<file path="src/design/tkst_pkg.sv">
// Shared types, constants and helpers for the top-k score tracker.
// Used by tkst_cell and top_k_score_tracker_core; depends on nothing.
`default_nettype none

package tkst_pkg;

   // Built depth of the slot row and the most slots ever reported.
   localparam int K_MAX   = 16;
   localparam int OUT_CAP = 16;
   localparam int K_LIMIT = (K_MAX < OUT_CAP) ? K_MAX : OUT_CAP;

   // Field widths.
   localparam int SCORE_W = 32;
   localparam int TAG_W   = 32;
   localparam int RANK_W  = 4;
   localparam int K_CFG_W = 5;
   localparam int CNT_W   = $clog2(K_LIMIT + 1);

   // One incoming request.
   typedef struct packed {
      logic signed [SCORE_W-1:0] score;
      logic [TAG_W-1:0]          tag;
      logic                      end_of_batch;
   } req_type;

   // One readout result.
   typedef struct packed {
      logic [RANK_W-1:0]         rank;
      logic signed [SCORE_W-1:0] out_score;
      logic [TAG_W-1:0]          out_tag;
      logic                      last;
   } rsp_type;

   // Contents of one slot.
   typedef struct packed {
      logic signed [SCORE_W-1:0] score;
      logic [TAG_W-1:0]          tag;
   } slot_type;

   // Commands broadcast to every cell of the row.
   typedef struct packed {
      logic insert;
      logic shift;
      logic clear;
   } cell_ctrl_type;

   typedef enum logic [0:0] {
      ST_IDLE,
      ST_DRAIN
   } state_type;

   // Number of slots in use: zero counts as one, large values saturate.
   function automatic logic [CNT_W-1:0] eff_k(input logic [K_CFG_W-1:0] k);
      logic [CNT_W-1:0] result;
      if (k == '0) begin
         result = CNT_W'(1);
      end else if (k > K_CFG_W'(K_LIMIT)) begin
         result = CNT_W'(K_LIMIT);
      end else begin
         result = CNT_W'(k);
      end
      return result;
   endfunction

endpackage

`default_nettype wire

</file>
<file path="src/design/tkst_cell.sv">
// One slot of the sorted row: holds a score and tag and trades them with
// its neighbors. Depends on tkst_pkg.
`default_nettype none

module tkst_cell (
   input  wire logic                    clock,
   input  wire logic                    reset,
   input  wire tkst_pkg::cell_ctrl_type ctrl,
   input  wire logic                    active,
   input  wire tkst_pkg::slot_type      new_slot,
   input  wire logic                    found_in,
   input  wire tkst_pkg::slot_type      prev_slot,
   input  wire tkst_pkg::slot_type      next_slot,
   output logic                         found_out,
   output tkst_pkg::slot_type           slot
);
   import tkst_pkg::*;

   slot_type slot_ff;
   slot_type slot_in;
   logic     gt;

   // The new score beats this slot only if the slot is in use.
   assign gt        = active && ($signed(new_slot.score) > $signed(slot_ff.score));
   assign found_out = found_in || gt;
   assign slot      = slot_ff;

   // Clear wins, then readout shift, then insertion; otherwise hold.
   always_comb begin
      slot_in = slot_ff;
      priority if (ctrl.clear) begin
         slot_in = '0;
      end else if (ctrl.shift) begin
         slot_in = next_slot;
      end else if (ctrl.insert && active && found_in) begin
         slot_in = prev_slot;
      end else if (ctrl.insert && gt) begin
         slot_in = new_slot;
      end else begin
         slot_in = slot_ff;
      end
   end

   always_ff @(posedge clock) begin
      if (reset) begin
         slot_ff <= '0;
      end else begin
         slot_ff <= slot_in;
      end
   end

endmodule

`default_nettype wire

</file>
<file path="src/design/top_k_score_tracker_core.sv">
// Top level of the top-k score tracker: the row of slot cells and the
// readout control. Depends on tkst_pkg and tkst_cell.
`default_nettype none

// An ordinary request is inserted into the sorted row of slots in the cycle
// it is accepted, and a new request can be accepted on every cycle. A
// request marked end of batch is inserted the same way; then the row shifts
// toward slot 0 once per result, one result per cycle into the output
// register while the result side does not stall, for k_in_use results
// (zero reads as one, values above 16 as 16). The request side stalls
// during that readout. The store is cleared in the cycle the last result
// is loaded, so no extra pass follows, and the next request may be taken
// while that result still waits.
module top_k_score_tracker_core (
   input  wire logic                          clock,
   input  wire logic                          reset,
   input  wire logic                          req_valid,
   output logic                               req_stall,
   input  wire tkst_pkg::req_type             req_data,
   output logic                               rsp_valid,
   input  wire logic                          rsp_stall,
   output tkst_pkg::rsp_type                  rsp_data,
   input  wire logic                          csr_wr_en,
   input  wire logic [tkst_pkg::K_CFG_W-1:0]  csr_wr_data
);
   import tkst_pkg::*;

   logic [K_CFG_W-1:0] k_cfg_ff;
   logic [CNT_W-1:0]   k_eff;
   state_type          state_ff;
   state_type          state_in;
   logic [CNT_W-1:0]   cnt_ff;
   logic [CNT_W-1:0]   cnt_in;
   logic               rsp_valid_ff;
   logic               rsp_valid_in;
   rsp_type            rsp_ff;
   rsp_type            rsp_in;
   logic               req_accept;
   logic               load;
   logic               load_last;
   cell_ctrl_type      ctrl;
   slot_type           new_slot;
   slot_type           slots [K_MAX];
   logic [K_MAX:0]     found;

   // Configuration register.
   always_ff @(posedge clock) begin
      if (reset) begin
         k_cfg_ff <= K_CFG_W'(1);
      end else if (csr_wr_en) begin
         k_cfg_ff <= csr_wr_data;
      end
   end

   assign k_eff      = eff_k(k_cfg_ff);
   assign req_accept = req_valid && !req_stall;
   assign new_slot   = '{score: req_data.score, tag: req_data.tag};

   // A readout step happens when draining and the output register frees up.
   assign load      = (state_ff == ST_DRAIN) && (!rsp_valid_ff || !rsp_stall);
   assign load_last = (cnt_ff + CNT_W'(1)) == k_eff;

   // Next state.
   always_comb begin
      state_in = state_ff;
      unique case (state_ff)
         ST_IDLE: begin
            if (req_accept && req_data.end_of_batch) begin
               state_in = ST_DRAIN;
            end
         end
         ST_DRAIN: begin
            if (load && load_last) begin
               state_in = ST_IDLE;
            end
         end
         default: state_in = ST_IDLE;
      endcase
   end

   // State outputs.
   always_comb begin
      req_stall   = 1'b0;
      ctrl.insert = 1'b0;
      ctrl.shift  = 1'b0;
      ctrl.clear  = 1'b0;
      cnt_in      = cnt_ff;
      unique case (state_ff)
         ST_IDLE: begin
            ctrl.insert = req_accept;
            cnt_in      = '0;
         end
         ST_DRAIN: begin
            req_stall  = 1'b1;
            ctrl.shift = load && !load_last;
            ctrl.clear = load && load_last;
            if (load) begin
               cnt_in = cnt_ff + CNT_W'(1);
            end
         end
         default: begin
            req_stall = 1'b1;
         end
      endcase
   end

   always_ff @(posedge clock) begin
      if (reset) begin
         state_ff <= ST_IDLE;
         cnt_ff   <= '0;
      end else begin
         state_ff <= state_in;
         cnt_ff   <= cnt_in;
      end
   end

   // Row of slot cells; slot 0 holds the highest score.
   assign found[0] = 1'b0;

   for (genvar i = 0; i < K_MAX; i++) begin : g_cell
      slot_type prev_slot;
      slot_type next_slot;
      logic     active;

      assign active = i < int'(k_eff);

      if (i == 0) begin : g_first
         assign prev_slot = '0;
      end else begin : g_mid_prev
         assign prev_slot = slots[i-1];
      end

      if (i == K_MAX - 1) begin : g_last
         assign next_slot = '0;
      end else begin : g_mid_next
         assign next_slot = slots[i+1];
      end

      tkst_cell u_cell (
         .clock     (clock),
         .reset     (reset),
         .ctrl      (ctrl),
         .active    (active),
         .new_slot  (new_slot),
         .found_in  (found[i]),
         .prev_slot (prev_slot),
         .next_slot (next_slot),
         .found_out (found[i+1]),
         .slot      (slots[i])
      );
   end

   // Output register, fed from slot 0 during readout.
   always_comb begin
      rsp_in.rank      = cnt_ff[RANK_W-1:0];
      rsp_in.out_score = slots[0].score;
      rsp_in.out_tag   = slots[0].tag;
      rsp_in.last      = load_last;
      rsp_valid_in     = load || (rsp_valid_ff && rsp_stall);
   end

   always_ff @(posedge clock) begin
      if (reset) begin
         rsp_valid_ff <= 1'b0;
      end else begin
         rsp_valid_ff <= rsp_valid_in;
      end
   end

   always_ff @(posedge clock) begin
      if (load) begin
         rsp_ff <= rsp_in;
      end
   end

   assign rsp_valid = rsp_valid_ff;
   assign rsp_data  = rsp_ff;

   // An end-of-batch request always starts a readout.
   assert property (@(posedge clock) disable iff (reset)
      (req_accept && req_data.end_of_batch) |=> (state_ff == ST_DRAIN))
      else $error("end of batch did not start readout");

   // The readout count stays below the number of slots in use.
   assert property (@(posedge clock) disable iff (reset)
      (state_ff == ST_DRAIN) |-> (cnt_ff < k_eff))
      else $error("readout count overran slots in use");

   // Loading the final result leaves the store cleared.
   assert property (@(posedge clock) disable iff (reset)
      (load && load_last) |=> (slots[0].score == '0 && slots[K_MAX-1].tag == '0))
      else $error("store not cleared after readout");

   // A loaded result carries a last marker exactly when it ends the run.
   assert property (@(posedge clock) disable iff (reset)
      load |=> (rsp_valid && (rsp_data.last == (state_ff == ST_IDLE))))
      else $error("last marker disagrees with readout state");

endmodule

`default_nettype wire

</file>
<file path="config.mk">
export PLATFORM = sky130hd
export DESIGN_NAME = top_k_score_tracker_core
export DESIGN_NICKNAME = d
export VERILOG_FILES = /design/src/design/tkst_pkg.sv /design/src/design/tkst_cell.sv /design/src/design/top_k_score_tracker_core.sv
export SDC_FILE = /design/constraint.sdc
export NUM_CORES = 2
export LEC_CHECK = 0
export BUFFER_PORTS_ARGS = -buffer_cell sky130_fd_sc_hd__buf_2
export CAP_MARGIN = 20
export CELL_PAD_IN_SITES_DETAIL_PLACEMENT = 1
export CELL_PAD_IN_SITES_GLOBAL_PLACEMENT = 2
export CORE_ASPECT_RATIO = 0.9
export CORE_UTILIZATION = 39
export DETAILED_ROUTE_END_ITERATION = 7
export PLACE_DENSITY = 0.81
export SLEW_MARGIN = 25
export SYNTH_ARGS = -nofsm -noshare
export SYNTH_HDL_FRONTEND = slang
export SYNTH_HIERARCHICAL = 1
export SYNTH_SLANG_ARGS = --single-unit
</file>
<file path="constraint.sdc">
create_clock -name clock -period 6.2 [get_ports clock]
set_input_delay 0.62 -clock clock [delete_from_list [all_inputs] [get_ports clock]]
set_output_delay 0.62 -clock clock [all_outputs]
set_load 0.02 [all_outputs]
</file>
==> reports/metrics.yaml <==
sta:
  skew_ns: 0.0334
  min_period_ns: 5.92
  fin_ws_ns: 0.283
  tightestPinTransition_ns: 4.93
  maxSlewViolCount: 66
  max_freq_ghz: 0.169
  fin_hold_ws_ns: 0.0963
  hold_viol: 0
  slew_headroom: -2.29
  fin_tns_setup_ns: 0
  finalCritPeriodShare: 0.954
  setup_viol: 0
cts:
  cts_buffer_depth: 3
  root_buffer: "clkbuf_16"
  clk_latency_ns: 0.79
  clkSlewWorstSetupHoldPaths_ns: 0.06
  cts_made_buffers: 140
  cts.htree.levels: 4
  clock_sinks: 1105
  cts_tree: "done"
  hold_buffers: 0
route:
  viasPerCell: 5.47
  vias: 70400
  drtPass1Iterations: 7
  drt_wl_total_mm: 256
  drt_iter0_drc: 3062
  wl_per_cell_um: 19.9
  drt_drc_violations_left: 0
  drtAntennaViolNets: 0
power_and_ir_drop:
  p_switching_w: 0.00810
  power_density_nw_per_um2: 265
  p_int_w: 0.0153
  p_leak_nw: 42.4
  combPwrFrac: 0.271
  clock_power_share: 0.358
  peakVddDrop_v: 0.000213
  p_sw_frac: 0.346
  p_seq_frac: 0.371
finish:
  drive_above_1_share: 0.0821
  final_area_um2: 88200
  multi_input_area_um2: 51200
  nets: 10600
  synthToLayoutAreaGrowth_pct: 10.6
  n_fill_cell: 24500
  regArea_um2: 22800
  final_cell_mix: "nand2_1, mux2i_1, o21ai_0"
  final_common_cell: "nand2_1"
worst_setup_path:
  end_kind: "register"
  slowest_stage: "o41ai_4"
  r2r-end: "g_cell[15].u_cell/slot[29]$_SDFFE_PP0P_"
  rrSetupSlack_ns: 0.28
  crit_path_start_kind: "register"
  max_stage_delay_ns: 0.46
  ff2ff_path_depth: 31
  arrival_ns: 6.62
  cpMostUsedCell: "a21o_1"
  r2r-start: "g_cell[0].u_cell/slot[37]$_SDFFE_PP0P_"
  path_class: "register to register"
  cp.required_ns: 6.91
  critPathMaxFanout: 7
min_path:
  hold_path_startpoint: "csr_wr_data[2]"
  hold_path_class: "input pin to register"
  whs_path_depth: 3
  whs_endpoint: "k_cfg_ff[2]$_SDFFE_PP0P_"
placement:
  portBuffers: 145
  place_congestion: 0.844
  place_ws_ns: -0.524
  hpwl_mm: 186
  place_area_um2: 83400
floorplanning:
  ios: 146
  dieArea_um2: 206000
  rows: 157
  fp.dieH_um: 431
  die_width_um: 479
  floorplan.initialDensity: 0.392
  core-area_um2: 203000
run_status:
  violations: "slew limit"
  status: "complete, but fails checks"
run:
  drv_cap: 0
global_routing:
  grt_pass1_vias: 75400
  globalRoute.totalOverflow: 0
  antenna_found_initial: 9
  grt_max_degree: 254
  grt_use_total: 0.241
  grt_pass1_wl_mm: 408
logic_synthesis:
  synth_area_per_cell_um2: 7.98
  synthCells: 9996
  ys_warn_count: 6
  syn_area_um2: 79800
-- worst max-delay path, delay by kind of cell, from the launching register on --
family / cells / cell delay [ns]
AOI/OAI and AO/OA: 17 / 3.39
xor gates and xnor gates: 1 / 0.14
adders and majority gates: 1 / 0.30
buffers and inverters: 4 / 0.57
DFF: 1 / 0.37
muxes: 1 / 0.19
and+or+nand+nor: 7 / 0.87
-- power by group through the flow --
stage	clock (W)	combinational [W]	sequential, W
5_1_grt	0.00891	0.00700	0.00879
3_5_place_dp	0	0.00627	0.00885
6_report	0.00839	0.00634	0.00869
4_1_cts	0.00862	0.00631	0.00871
3_3_place_gp	0	0.00594	0.00884
2_1_floorplan	0	0.00487	0.00857
-- per-layer routing --
metal / wire length (um) / vias up / GRT usage
met5: 8 / - / 0
met4: 7900 / 2 / 0.0783
met3: 5180 / 413 / 0.0230
met2: 132000 / 737 / 0.451
met1: 111000 / 35000 / 0.286
li1: - / 34200 / -
-- per-stage QoR --
stage | std cells | util | total power (W)
2_1_floorplan | 10100 | - | 0.0134
3_3_place_gp | 12600 | 0.409 | 0.0148
3_5_place_dp | 12600 | 0.410 | 0.0151
4_1_cts | 12800 | 0.433 | 0.0236
5_1_grt | 12900 | 0.434 | 0.0247
6_report | 12900 | 0.434 | 0.0234
-- registers in the layout (all words and copies together) (netlist names) --
signal and flops:
g_cell.u_cell/slot 1024, rsp_data 69, cnt_ff 5, k_cfg_ff 5, rsp_valid 1, state_ff 1
-- how the worst max path moves through the flow --
stage | startpoint | endpoint | cells after the start
floorplan | req_data[47] | g_cell[15].u_cell/slot[0]$_SDFFE_PP0P_ | 29
global placement | req_data[47] | g_cell[15].u_cell/slot[18]$_SDFFE_PP0P_ | 30
detailed placement | req_data[34] | g_cell[15].u_cell/slot[11]$_SDFFE_PP0P_ | 30
CTS | g_cell[0].u_cell/slot[33]$_SDFFE_PP0P_ | g_cell[15].u_cell/slot[41]$_SDFFE_PP0P_ | 29
global route | g_cell[0].u_cell/slot[59]$_SDFFE_PP0P_ | g_cell[15].u_cell/slot[25]$_SDFFE_PP0P_ | 30
finish | g_cell[0].u_cell/slot[37]$_SDFFE_PP0P_ | g_cell[15].u_cell/slot[29]$_SDFFE_PP0P_ | 31
-- final cells by class --
type                            count  area share
Multi-Input combinational cell   7773       0.580
Sequential cell                  1105       0.259
Clock buffer                      203      0.0470
Timing Repair Buffer              452      0.0458
Tap cell                         2703      0.0383
Inverter                          563      0.0239
Clock inverter                     56     0.00562
Antenna cell                       13    0.000369
-- timing repair --
item,in CTS,in global routing
buffers inserted,0,4
setup endpoints to repair,128,129
pin swaps,0,5
gates resized for setup,1,20
cloned,0,3
(Power assumes the default switching activity.)
